`src/hw/rtl/smoe_pkg.sv`:
```
package smoe_pkg;

    // Request codes carried by req_type
    typedef enum logic [1:0] {
        REQ_LOAD_A = 2'd0,
        REQ_LOAD_B = 2'd1,
        REQ_RUN    = 2'd2,
        REQ_NONE   = 2'd3
    } req_t;

    // Operation register codes
    typedef enum logic [2:0] {
        OP_ADD   = 3'd0,
        OP_SUB   = 3'd1,
        OP_MUL   = 3'd2,
        OP_TRANS = 3'd3,
        OP_SYM   = 3'd4,
        OP_LOWER = 3'd5,
        OP_UPPER = 3'd6,
        OP_NONE  = 3'd7
    } op_t;

    // Result status codes
    typedef enum logic [1:0] {
        ST_ELEM     = 2'd0,
        ST_MISMATCH = 2'd1,
        ST_SYM      = 2'd2,
        ST_NOTSYM   = 2'd3
    } status_t;

    // Register indexes (byte address / 4)
    localparam logic [2:0] REG_ROWS_A    = 3'd0;
    localparam logic [2:0] REG_COLS_A    = 3'd1;
    localparam logic [2:0] REG_ROWS_B    = 3'd2;
    localparam logic [2:0] REG_COLS_B    = 3'd3;
    localparam logic [2:0] REG_OPERATION = 3'd4;

    localparam int ELEM_W  = 16;
    localparam int PROD_W  = 32;
    localparam int VALUE_W = 35;
    localparam int DREG_W  = 4;
    localparam int PADDR_W = 5;
    localparam int PDATA_W = 32;

endpackage

```
`src/hw/rtl/smoe_ram.sv`:
```
module smoe_ram #(
    parameter int WIDTH = 16,
    parameter int DEPTH = 64
) (
    input  logic                                   clk,
    input  logic                                   we,
    input  logic [(DEPTH > 1 ? $clog2(DEPTH) : 1)-1:0] waddr,
    input  logic [WIDTH-1:0]                       wdata,
    input  logic [(DEPTH > 1 ? $clog2(DEPTH) : 1)-1:0] raddr,
    output logic [WIDTH-1:0]                       rdata
);

    logic [WIDTH-1:0] mem [DEPTH];
    logic [WIDTH-1:0] rdata_reg;

    always_ff @(posedge clk)
    begin
        if (we)
        begin
            mem[waddr] <= wdata;
        end
        rdata_reg <= mem[raddr];
    end

    assign rdata = rdata_reg;

endmodule

```
`src/hw/rtl/small_matrix_operation_engine.sv`:
```
// Small matrix engine: holds two signed 16-bit matrices A and B of up to
// MAX_DIM x MAX_DIM in two RAMs and runs one configured operation on them.
// A word is accepted when start is high and busy is low. Load words write
// one element and leave busy low, so loads stream at one per clock while
// no run holds busy. A run word that passes its checks raises busy until
// its last result has been driven. A failed dimension check or a symmetry
// test of a non-square A gives one result in the cycle after acceptance; a
// run word with the unused operation is ignored. Sum, difference, transpose
// and the triangular outputs do one RAM read, then one emit per element.
// The product reads, multiplies and adds once per cols_a term, using the
// single multiplier and shared adder. The symmetry test reads A(i,j), then
// A(j,i) on the A store's single read port, and stops at the first mismatch.
// Each result is on the result ports for exactly one cycle with out_valid
// high; the receiver cannot hold it off. The element stores have no reset:
// read only elements that were loaded. Configure only while busy is low.
module small_matrix_operation_engine #(
    parameter int MAX_DIM = 8
) (
    input  logic                                   clk,
    input  logic                                   rst_n,
    // command side
    input  logic                                   start,
    output logic                                   busy,
    input  logic [1:0]                             req_type,
    input  logic [2:0]                             row_index,
    input  logic [2:0]                             col_index,
    input  logic signed [smoe_pkg::ELEM_W-1:0]     element_value,
    // result side
    output logic                                   out_valid,
    output logic [2:0]                             out_row,
    output logic [2:0]                             out_col,
    output logic signed [smoe_pkg::VALUE_W-1:0]    out_value,
    output logic [1:0]                             status,
    output logic                                   last_result,
    // configuration port
    input  logic                                   psel,
    input  logic                                   penable,
    input  logic                                   pwrite,
    input  logic [smoe_pkg::PADDR_W-1:0]           paddr,
    input  logic [smoe_pkg::PDATA_W-1:0]           pwdata,
    output logic [smoe_pkg::PDATA_W-1:0]           prdata,
    output logic                                   pready
);

    import smoe_pkg::*;

    localparam int IDX_W  = (MAX_DIM > 1) ? $clog2(MAX_DIM) : 1;
    localparam int DIM_W  = $clog2(MAX_DIM + 1);
    localparam int DEPTH  = MAX_DIM * MAX_DIM;
    localparam int ADDR_W = (DEPTH > 1) ? $clog2(DEPTH) : 1;

    typedef enum logic [8:0] {
        S_IDLE    = 9'b000000001,
        S_EL_RD   = 9'b000000010,
        S_EL_OUT  = 9'b000000100,
        S_MUL_RD  = 9'b000001000,
        S_MUL_MUL = 9'b000010000,
        S_MUL_ACC = 9'b000100000,
        S_SYM_RD1 = 9'b001000000,
        S_SYM_RD2 = 9'b010000000,
        S_SYM_CMP = 9'b100000000
    } state_t;

    // ---------------- configuration registers ----------------
    logic [DREG_W-1:0] rows_a_reg, cols_a_reg, rows_b_reg, cols_b_reg;
    logic [2:0]        operation_reg;
    logic              cfg_wr;
    logic [2:0]        cfg_idx;

    assign pready  = 1'b1;
    assign cfg_wr  = psel && penable && pwrite && pready;
    assign cfg_idx = paddr[4:2];

    always_ff @(posedge clk or negedge rst_n)
    begin
        if (!rst_n)
        begin
            rows_a_reg    <= DREG_W'(8);
            cols_a_reg    <= DREG_W'(8);
            rows_b_reg    <= DREG_W'(8);
            cols_b_reg    <= DREG_W'(8);
            operation_reg <= OP_ADD;
        end
        else if (cfg_wr)
        begin
            case (cfg_idx)
                REG_ROWS_A:    rows_a_reg    <= pwdata[DREG_W-1:0];
                REG_COLS_A:    cols_a_reg    <= pwdata[DREG_W-1:0];
                REG_ROWS_B:    rows_b_reg    <= pwdata[DREG_W-1:0];
                REG_COLS_B:    cols_b_reg    <= pwdata[DREG_W-1:0];
                REG_OPERATION: operation_reg <= pwdata[2:0];
                default:       ;
            endcase
        end
    end

    always_comb
    begin
        case (cfg_idx)
            REG_ROWS_A:    prdata = PDATA_W'(rows_a_reg);
            REG_COLS_A:    prdata = PDATA_W'(cols_a_reg);
            REG_ROWS_B:    prdata = PDATA_W'(rows_b_reg);
            REG_COLS_B:    prdata = PDATA_W'(cols_b_reg);
            REG_OPERATION: prdata = PDATA_W'(operation_reg);
            default:       prdata = '0;
        endcase
    end

    // ---------------- helpers ----------------
    // Out-of-range dimensions: zero acts as one, too large acts as MAX_DIM
    function automatic logic [DIM_W-1:0] clamp_dim(input logic [DREG_W-1:0] r);
        logic [DIM_W-1:0] d;
        if (r == '0)
            d = DIM_W'(1);
        else if (32'(r) > MAX_DIM)
            d = DIM_W'(MAX_DIM);
        else
            d = r[DIM_W-1:0];
        return d;
    endfunction

    function automatic logic [ADDR_W-1:0] addr_of(input logic [IDX_W-1:0] r,
                                                  input logic [IDX_W-1:0] c);
        return ADDR_W'(r) * ADDR_W'(MAX_DIM) + ADDR_W'(c);
    endfunction

    function automatic logic signed [VALUE_W-1:0] sx_elem(input logic [ELEM_W-1:0] v);
        return {{(VALUE_W-ELEM_W){v[ELEM_W-1]}}, v};
    endfunction

    // ---------------- element stores ----------------
    logic              a_we, b_we;
    logic [ADDR_W-1:0] wr_addr, a_raddr, b_raddr;
    logic [ELEM_W-1:0] a_rdata, b_rdata;
    logic              load_ok;
    logic              accept;

    assign accept  = start && !busy;
    assign load_ok = (32'(row_index) < MAX_DIM) && (32'(col_index) < MAX_DIM);
    assign wr_addr = addr_of(row_index[IDX_W-1:0], col_index[IDX_W-1:0]);
    assign a_we    = accept && (req_type == REQ_LOAD_A) && load_ok;
    assign b_we    = accept && (req_type == REQ_LOAD_B) && load_ok;

    smoe_ram #(.WIDTH(ELEM_W), .DEPTH(DEPTH)) u_ram_a (
        .clk   (clk),
        .we    (a_we),
        .waddr (wr_addr),
        .wdata (element_value),
        .raddr (a_raddr),
        .rdata (a_rdata)
    );

    smoe_ram #(.WIDTH(ELEM_W), .DEPTH(DEPTH)) u_ram_b (
        .clk   (clk),
        .we    (b_we),
        .waddr (wr_addr),
        .wdata (element_value),
        .raddr (b_raddr),
        .rdata (b_rdata)
    );

    // ---------------- sequencer state ----------------
    state_t                    state_reg, state_next;
    logic [2:0]                op_reg, op_next;
    logic [IDX_W-1:0]          i_reg, i_next, j_reg, j_next, m_reg, m_next;
    logic [IDX_W-1:0]          ilast_reg, ilast_next, jlast_reg, jlast_next;
    logic [IDX_W-1:0]          mlast_reg, mlast_next;
    logic signed [VALUE_W-1:0] acc_reg, acc_next;
    logic signed [PROD_W-1:0]  prod_reg, prod_next;
    logic [ELEM_W-1:0]         hold_reg, hold_next;

    logic                      ov_reg, ov_next;
    logic [2:0]                row_reg, row_next, col_reg, col_next;
    logic signed [VALUE_W-1:0] val_reg, val_next;
    logic [1:0]                st_reg, st_next;
    logic                      last_reg, last_next;

    // Run-time dimensions from the registers
    logic [DIM_W-1:0] ra, ca, rb, cb;
    assign ra = clamp_dim(rows_a_reg);
    assign ca = clamp_dim(cols_a_reg);
    assign rb = clamp_dim(rows_b_reg);
    assign cb = clamp_dim(cols_b_reg);

    // Shared adder: element sum/difference and product accumulation
    logic signed [VALUE_W-1:0] alu_x, alu_y, alu_sum;
    logic                      alu_sub;
    assign alu_sum = alu_sub ? (alu_x - alu_y) : (alu_x + alu_y);

    // Row-major walk over the result grid
    logic             at_last;
    logic [IDX_W-1:0] i_step, j_step;
    assign at_last = (i_reg == ilast_reg) && (j_reg == jlast_reg);
    always_comb
    begin
        if (j_reg == jlast_reg)
        begin
            j_step = '0;
            i_step = i_reg + IDX_W'(1);
        end
        else
        begin
            j_step = j_reg + IDX_W'(1);
            i_step = i_reg;
        end
    end

    assign busy = (state_reg != S_IDLE);

    // Read addresses follow the state
    always_comb
    begin
        a_raddr = addr_of(i_reg, j_reg);
        b_raddr = addr_of(i_reg, j_reg);
        case (state_reg)
            S_EL_RD:
            begin
                if (op_reg == OP_TRANS)
                    a_raddr = addr_of(j_reg, i_reg);
            end
            S_MUL_RD:
            begin
                a_raddr = addr_of(i_reg, m_reg);
                b_raddr = addr_of(m_reg, j_reg);
            end
            S_SYM_RD2:
            begin
                a_raddr = addr_of(j_reg, i_reg);
            end
            default: ;
        endcase
    end

    always_comb
    begin
        state_next = state_reg;
        op_next    = op_reg;
        i_next     = i_reg;
        j_next     = j_reg;
        m_next     = m_reg;
        ilast_next = ilast_reg;
        jlast_next = jlast_reg;
        mlast_next = mlast_reg;
        acc_next   = acc_reg;
        prod_next  = prod_reg;
        hold_next  = hold_reg;
        ov_next    = 1'b0;
        row_next   = row_reg;
        col_next   = col_reg;
        val_next   = val_reg;
        st_next    = st_reg;
        last_next  = last_reg;
        alu_x      = sx_elem(a_rdata);
        alu_y      = sx_elem(b_rdata);
        alu_sub    = 1'b0;

        case (state_reg)
            S_IDLE:
            begin
                if (accept && (req_type == REQ_RUN) && (operation_reg != OP_NONE))
                begin
                    op_next    = operation_reg;
                    i_next     = '0;
                    j_next     = '0;
                    m_next     = '0;
                    acc_next   = '0;
                    ilast_next = IDX_W'(ra - DIM_W'(1));
                    jlast_next = IDX_W'(ca - DIM_W'(1));
                    mlast_next = IDX_W'(ca - DIM_W'(1));
                    row_next   = '0;
                    col_next   = '0;
                    val_next   = '0;
                    if (operation_reg == OP_SYM)
                    begin
                        if (ra != ca)
                        begin
                            // Non-square A is never symmetric
                            ov_next   = 1'b1;
                            st_next   = ST_NOTSYM;
                            last_next = 1'b1;
                        end
                        else
                        begin
                            state_next = S_SYM_RD1;
                        end
                    end
                    else if ((((operation_reg == OP_ADD) || (operation_reg == OP_SUB))
                              && ((ra != rb) || (ca != cb)))
                             || ((operation_reg == OP_MUL) && (ca != rb)))
                    begin
                        ov_next   = 1'b1;
                        st_next   = ST_MISMATCH;
                        last_next = 1'b1;
                    end
                    else if (operation_reg == OP_MUL)
                    begin
                        jlast_next = IDX_W'(cb - DIM_W'(1));
                        state_next = S_MUL_RD;
                    end
                    else
                    begin
                        if (operation_reg == OP_TRANS)
                        begin
                            ilast_next = IDX_W'(ca - DIM_W'(1));
                            jlast_next = IDX_W'(ra - DIM_W'(1));
                        end
                        state_next = S_EL_RD;
                    end
                end
            end

            S_EL_RD:
            begin
                state_next = S_EL_OUT;
            end

            S_EL_OUT:
            begin
                alu_sub  = (op_reg == OP_SUB);
                ov_next  = 1'b1;
                row_next = 3'(i_reg);
                col_next = 3'(j_reg);
                st_next  = ST_ELEM;
                last_next = at_last;
                case (op_reg)
                    OP_ADD, OP_SUB: val_next = alu_sum;
                    OP_TRANS:       val_next = sx_elem(a_rdata);
                    OP_LOWER:       val_next = (i_reg >= j_reg) ? sx_elem(a_rdata) : '0;
                    OP_UPPER:       val_next = (i_reg <= j_reg) ? sx_elem(a_rdata) : '0;
                    default:        val_next = '0;
                endcase
                if (at_last)
                begin
                    state_next = S_IDLE;
                end
                else
                begin
                    i_next     = i_step;
                    j_next     = j_step;
                    state_next = S_EL_RD;
                end
            end

            S_MUL_RD:
            begin
                state_next = S_MUL_MUL;
            end

            S_MUL_MUL:
            begin
                prod_next  = signed'(a_rdata) * signed'(b_rdata);
                state_next = S_MUL_ACC;
            end

            S_MUL_ACC:
            begin
                alu_x = acc_reg;
                alu_y = VALUE_W'(prod_reg);
                if (m_reg == mlast_reg)
                begin
                    ov_next   = 1'b1;
                    row_next  = 3'(i_reg);
                    col_next  = 3'(j_reg);
                    val_next  = alu_sum;
                    st_next   = ST_ELEM;
                    last_next = at_last;
                    acc_next  = '0;
                    m_next    = '0;
                    if (at_last)
                    begin
                        state_next = S_IDLE;
                    end
                    else
                    begin
                        i_next     = i_step;
                        j_next     = j_step;
                        state_next = S_MUL_RD;
                    end
                end
                else
                begin
                    acc_next   = alu_sum;
                    m_next     = m_reg + IDX_W'(1);
                    state_next = S_MUL_RD;
                end
            end

            S_SYM_RD1:
            begin
                state_next = S_SYM_RD2;
            end

            S_SYM_RD2:
            begin
                // Hold A(i,j) while A(j,i) is read
                hold_next  = a_rdata;
                state_next = S_SYM_CMP;
            end

            S_SYM_CMP:
            begin
                if (hold_reg != a_rdata)
                begin
                    ov_next    = 1'b1;
                    st_next    = ST_NOTSYM;
                    last_next  = 1'b1;
                    state_next = S_IDLE;
                end
                else if (at_last)
                begin
                    ov_next    = 1'b1;
                    st_next    = ST_SYM;
                    last_next  = 1'b1;
                    state_next = S_IDLE;
                end
                else
                begin
                    i_next     = i_step;
                    j_next     = j_step;
                    state_next = S_SYM_RD1;
                end
            end

            default:
            begin
                state_next = S_IDLE;
            end
        endcase
    end

    always_ff @(posedge clk or negedge rst_n)
    begin
        if (!rst_n)
        begin
            state_reg <= S_IDLE;
            ov_reg    <= 1'b0;
        end
        else
        begin
            state_reg <= state_next;
            ov_reg    <= ov_next;
        end
    end

    always_ff @(posedge clk)
    begin
        op_reg    <= op_next;
        i_reg     <= i_next;
        j_reg     <= j_next;
        m_reg     <= m_next;
        ilast_reg <= ilast_next;
        jlast_reg <= jlast_next;
        mlast_reg <= mlast_next;
        acc_reg   <= acc_next;
        prod_reg  <= prod_next;
        hold_reg  <= hold_next;
        row_reg   <= row_next;
        col_reg   <= col_next;
        val_reg   <= val_next;
        st_reg    <= st_next;
        last_reg  <= last_next;
    end

    assign out_valid   = ov_reg;
    assign out_row     = row_reg;
    assign out_col     = col_reg;
    assign out_value   = val_reg;
    assign status      = st_reg;
    assign last_result = last_reg;

    // ---------------- assertions ----------------
    // The final word of a run always frees the engine
    a_last_frees: assert property (@(posedge clk) disable iff (!rst_n)
        out_valid && last_result |-> !busy)
        else $error("last result driven while run still active");

    // More words follow a non-final word
    a_more_pending: assert property (@(posedge clk) disable iff (!rst_n)
        out_valid && !last_result |-> busy)
        else $error("non-final result with engine idle");

    // Error and symmetry verdicts are single-word runs
    a_status_last: assert property (@(posedge clk) disable iff (!rst_n)
        out_valid && (status != ST_ELEM) |-> last_result)
        else $error("status word not marked last");

    // A load never starts a run
    a_load_idle: assert property (@(posedge clk) disable iff (!rst_n)
        start && !busy && ((req_type == REQ_LOAD_A) || (req_type == REQ_LOAD_B))
        |=> !busy && !out_valid)
        else $error("load word caused activity");

endmodule
```
`config.mk`:
```
export PLATFORM = sky130hd
export DESIGN_NAME = small_matrix_operation_engine
export DESIGN_NICKNAME = d
export VERILOG_FILES = /design/src/hw/rtl/smoe_pkg.sv /design/src/hw/rtl/smoe_ram.sv /design/src/hw/rtl/small_matrix_operation_engine.sv
export SDC_FILE = /design/constraint.sdc
export NUM_CORES = 2
export LEC_CHECK = 0
export ABC_AREA = 1
export BUFFER_PORTS_ARGS = -buffer_cell sky130_fd_sc_hd__clkbuf_2
export CAP_MARGIN = 25
export CORE_AREA = 3 3 507 509
export DETAILED_ROUTE_END_ITERATION = 10
export DIE_AREA = 0 0 510 512
export GPL_TIMING_DRIVEN = 0
export PLACE_DENSITY = 0.69
export SKIP_LAST_GASP = 1
export SLEW_MARGIN = 20
export SYNTH_ARGS = -nofsm -noshare
export SYNTH_HDL_FRONTEND = slang
export SYNTH_HIERARCHICAL = 1
export SYNTH_SLANG_ARGS = --single-unit
```
`constraint.sdc`:
```
create_clock -name clk -period 6.45 [get_ports clk]
set_clock_uncertainty 0.1 [all_clocks]
set_input_delay 0.9675 -clock clk [delete_from_list [all_inputs] [get_ports clk]]
set_output_delay 0.9675 -clock clk [all_outputs]
set_load 0.05 [all_outputs]
```
==> out/qor.txt <==
OUTCOME
--------------------------------------------------------------------------------------------------------
Run status ................................................................................ finished clean

PLACEMENT
--------------------------------------------------------------------------------------------------------
Post-placement cell count .................................................................        13400
Post-Place Worst Slack ....................................................................    -0.808 ns
Port Buffer Count .........................................................................           86
Final HPWL DP .............................................................................       244 mm
Global placement routability congestion ...................................................        0.970

LAYOUT
--------------------------------------------------------------------------------------------------------
Non-filler cells, final ...................................................................        13800
Most common cell after layout, fill and taps aside ........................................      nand2_1
Registers with the most flip-flops ........................................................ u_ram_a/mem x1024, u_ram_b/mem x1024
Area overhead of the layout relative to synthesis .........................................        13.9%
Most used cells in the layout excluding fill and tap cells ................................ nand2_1, edfxtp_1, nand3_1
Nets ......................................................................................        10700
Share of post-route cells with drive strength above 1 .....................................        11.7%
Share of the core filled with cells .......................................................        47.7%
Fill cell total of the finished layout ....................................................        22400

DIE
--------------------------------------------------------------------------------------------------------
Die area ..................................................................................   261000 um2
Die extent in y ...........................................................................       512 um
Initial Util ..............................................................................        41.9%
Total I/O pin count .......................................................................          146
Width of the die ..........................................................................       510 um
Row Count .................................................................................          185
Core Region ...............................................................................   253000 um2

STA
--------------------------------------------------------------------------------------------------------
Min cycle time layout .....................................................................      6.23 ns
Total negative slack for setup checks .....................................................         0 ns
Setup violations, final ...................................................................            0
Final-report max-slew violation count .....................................................            0
Max Clock Freq ............................................................................      161 MHz
Slew at the pin closest to its max-slew limit .............................................      1.22 ns
Final-report hold violation count .........................................................            0
Period Utilization, post-route ............................................................        96.5%
Worst setup margin ........................................................................     0.225 ns
Setup repair after global routing missed its margin .......................................         true
Worst slew slack as a fraction of its limit ...............................................        18.5%

CLOCK NETWORK
--------------------------------------------------------------------------------------------------------
Number of sinks driven by the clock tree ..................................................         2257
CTS tree ..................................................................................        built
Skew-Pair Late Insertion Delay ............................................................      0.93 ns
H-tree depth reported by CTS ..............................................................            4
Clock tree root driver cell ...............................................................    clkbuf_16
CTS Buf Count .............................................................................          226
Post-CTS clock slew at the launch and capture registers of the worst setup and hold paths .      0.06 ns
Number of buffers on the longest clock path ...............................................            3
CTS Hold Buffers Added ....................................................................            0

WORST SETUP PATH
--------------------------------------------------------------------------------------------------------
Slowest Stage Delay on Critical Path ......................................................      0.56 ns
Worst path arrival time ...................................................................      6.74 ns
Crit Reg-Reg Startpoint ................................................................... u_ram_a/rdata[8]
Cell with the biggest individual delay on the critical path ...............................         fa_1
Worst R2R Path Depth ......................................................................           25
Cell class contributing the biggest share of worst-path delay .............................  adder cells
Buffering stage count on the worst path with inverters included ...........................            7
Critical Setup Path Class .................................................................   reg -> reg
Critical path depth .......................................................................           25
Nature of the critical path startpoint ....................................................         flop
Reg-to-reg critical path endpoint ......................................................... prod_reg[31]
Kind of end point of the critical path ....................................................         flop
Flop2flop setup slack .....................................................................      0.22 ns
Critical path data required time ..........................................................      6.97 ns
Critical-path maximum fanout ..............................................................           10

SYNTHESIS
--------------------------------------------------------------------------------------------------------
Netlist cell types ........................................................................           62
EDFF count, synth .........................................................................         2196
Proportion of synthesized chip area in sequential cells ...................................        63.4%
Number of synthesized register bits .......................................................         2257
Leading area contributor after synthesis ..................................................     edfxtp_1
Yosys synthesis warning count .............................................................            6
Number of cells produced by synthesis .....................................................         9777
Average footprint of a synthesized cell ...................................................     10.9 um2
Share of the synthesized area in the top cell type ........................................        62.1%
Largest cells by area after synthesis ..................................................... edfxtp_1, nand2_1, nand3_1, fa_1, inv_1
Most used flip-flop cell after synthesis ..................................................     edfxtp_1
Post-synthesis instance area ..............................................................   106000 um2
Post-synthesis async set-or-reset flop share ..............................................        1.28%

DETAILED ROUTING
--------------------------------------------------------------------------------------------------------
Average routed wire per standard cell .....................................................      25.0 um
Total detailed-routing wirelength .........................................................       344 mm
Drt first pass iters ......................................................................            7
Initial detailed-routing violation count ..................................................        10200
Avg Vias per Cell .........................................................................         5.60
Remaining design rule violation count .....................................................            0
Antenna viol nets, final ..................................................................            0
Routed vias ...............................................................................        77200

GRT
--------------------------------------------------------------------------------------------------------
Global Route Usage Sum ....................................................................        25.8%
Number of antenna violations at the first check in global routing .........................           17
Via count of the first global-routing pass ................................................        73900
Wire length of the first global-routing pass ..............................................       493 mm
Largest net degree at the start of global routing .........................................           94
GR Overflow Total .........................................................................            0

RUN
--------------------------------------------------------------------------------------------------------
Max capacitance violation total ...........................................................            0

HOLD PATH
--------------------------------------------------------------------------------------------------------
Worst hold path class .....................................................................  in -> async

## worst max path at each step
stage,end,startpoint,slack [ns]
3_3_place_gp,u_ram_b/mem[49][1],state_reg[4],-0.84
3_5_place_dp,prod_reg[28],u_ram_a/rdata[15],-0.81
6_report,prod_reg[31],u_ram_a/rdata[8],0.22
2_1_floorplan,prod_reg[28],u_ram_a/rdata[15],0.53
5_1_grt,prod_reg[31],u_ram_b/rdata[5],-0.04
4_1_cts,prod_reg[31],u_ram_a/rdata[10],0.008
## routing by layer
| layer | vias up | part of all wire (%) | GRT usage, % |
|---|---|---|---|
| met5 | - | 0 | 0 |
| met4 | 0 | 5.1 | 11.6 |
| met3 | 756 | 10 | 4.58 |
| met2 | 4390 | 46 | 40.7 |
| met1 | 38000 | 39 | 35.0 |
| li1 | 34100 | - | - |
## synthesized netlist by cell type (41+ instances only)
cell      instances
buf_1            41
nor2_1          293
buf_4            66
clkbuf_1        119
nand2_1        3258
buf_6           103
a21oi_1          81
fa_1            263
nor3_1           41
xor2_1           77
edfxtp_1       2196
ha_1            126
o21ai_0         117
xnor2_1          44
buf_2           234
inv_1           620
nand3_1        1829
## cells by family after synthesis
group                    after synthesis  synth area share [%]
flip-flops                          2257                  63.4
adder cells (fa/ha/maj)              389                  6.44
other                                  2               0.00707
buffers and inverters               1197                  5.52
AO/OA/AOI/OAI                        283                  1.53
XOR/XNOR                             121                 0.998
AND/OR/NAND/NOR                     5528                  22.1
## per-stage QoR
step / area [um2] / hold slack, ns
after global placement: 111000 / 0.314
after CTS: 121000 / 0.00595
final: 121000 / 0.0431
after floorplan: 106000 / 0.306
after detailed placement: 113000 / 0.313
after global routing: 121000 / 0.0618
## what timing repair did
item                       in CTS  in global routing
setup endpoints to repair      19                 11
setup buffers                   1                  4
pin swaps                       0                  1
gates resized for setup        52                 56
## final cells by class
type                       count  area (um2)  area share, %
timing repair buffer         228        2450           2.03
clock inverter               135        1460           1.21
tap                         3366        4210           3.48
buffer                       526        3380           2.80
inverter                     631        2400           1.98
multi-input combinational   6350       33700           27.9
clock buffer                 282        5930           4.90
antenna                        5        12.5         0.0103
sequential                  2257       67400           55.7
Power is left out: the tool's default activity adds up to more than one toggle a clock period on the data nets, which glitch-free logic cannot reach.
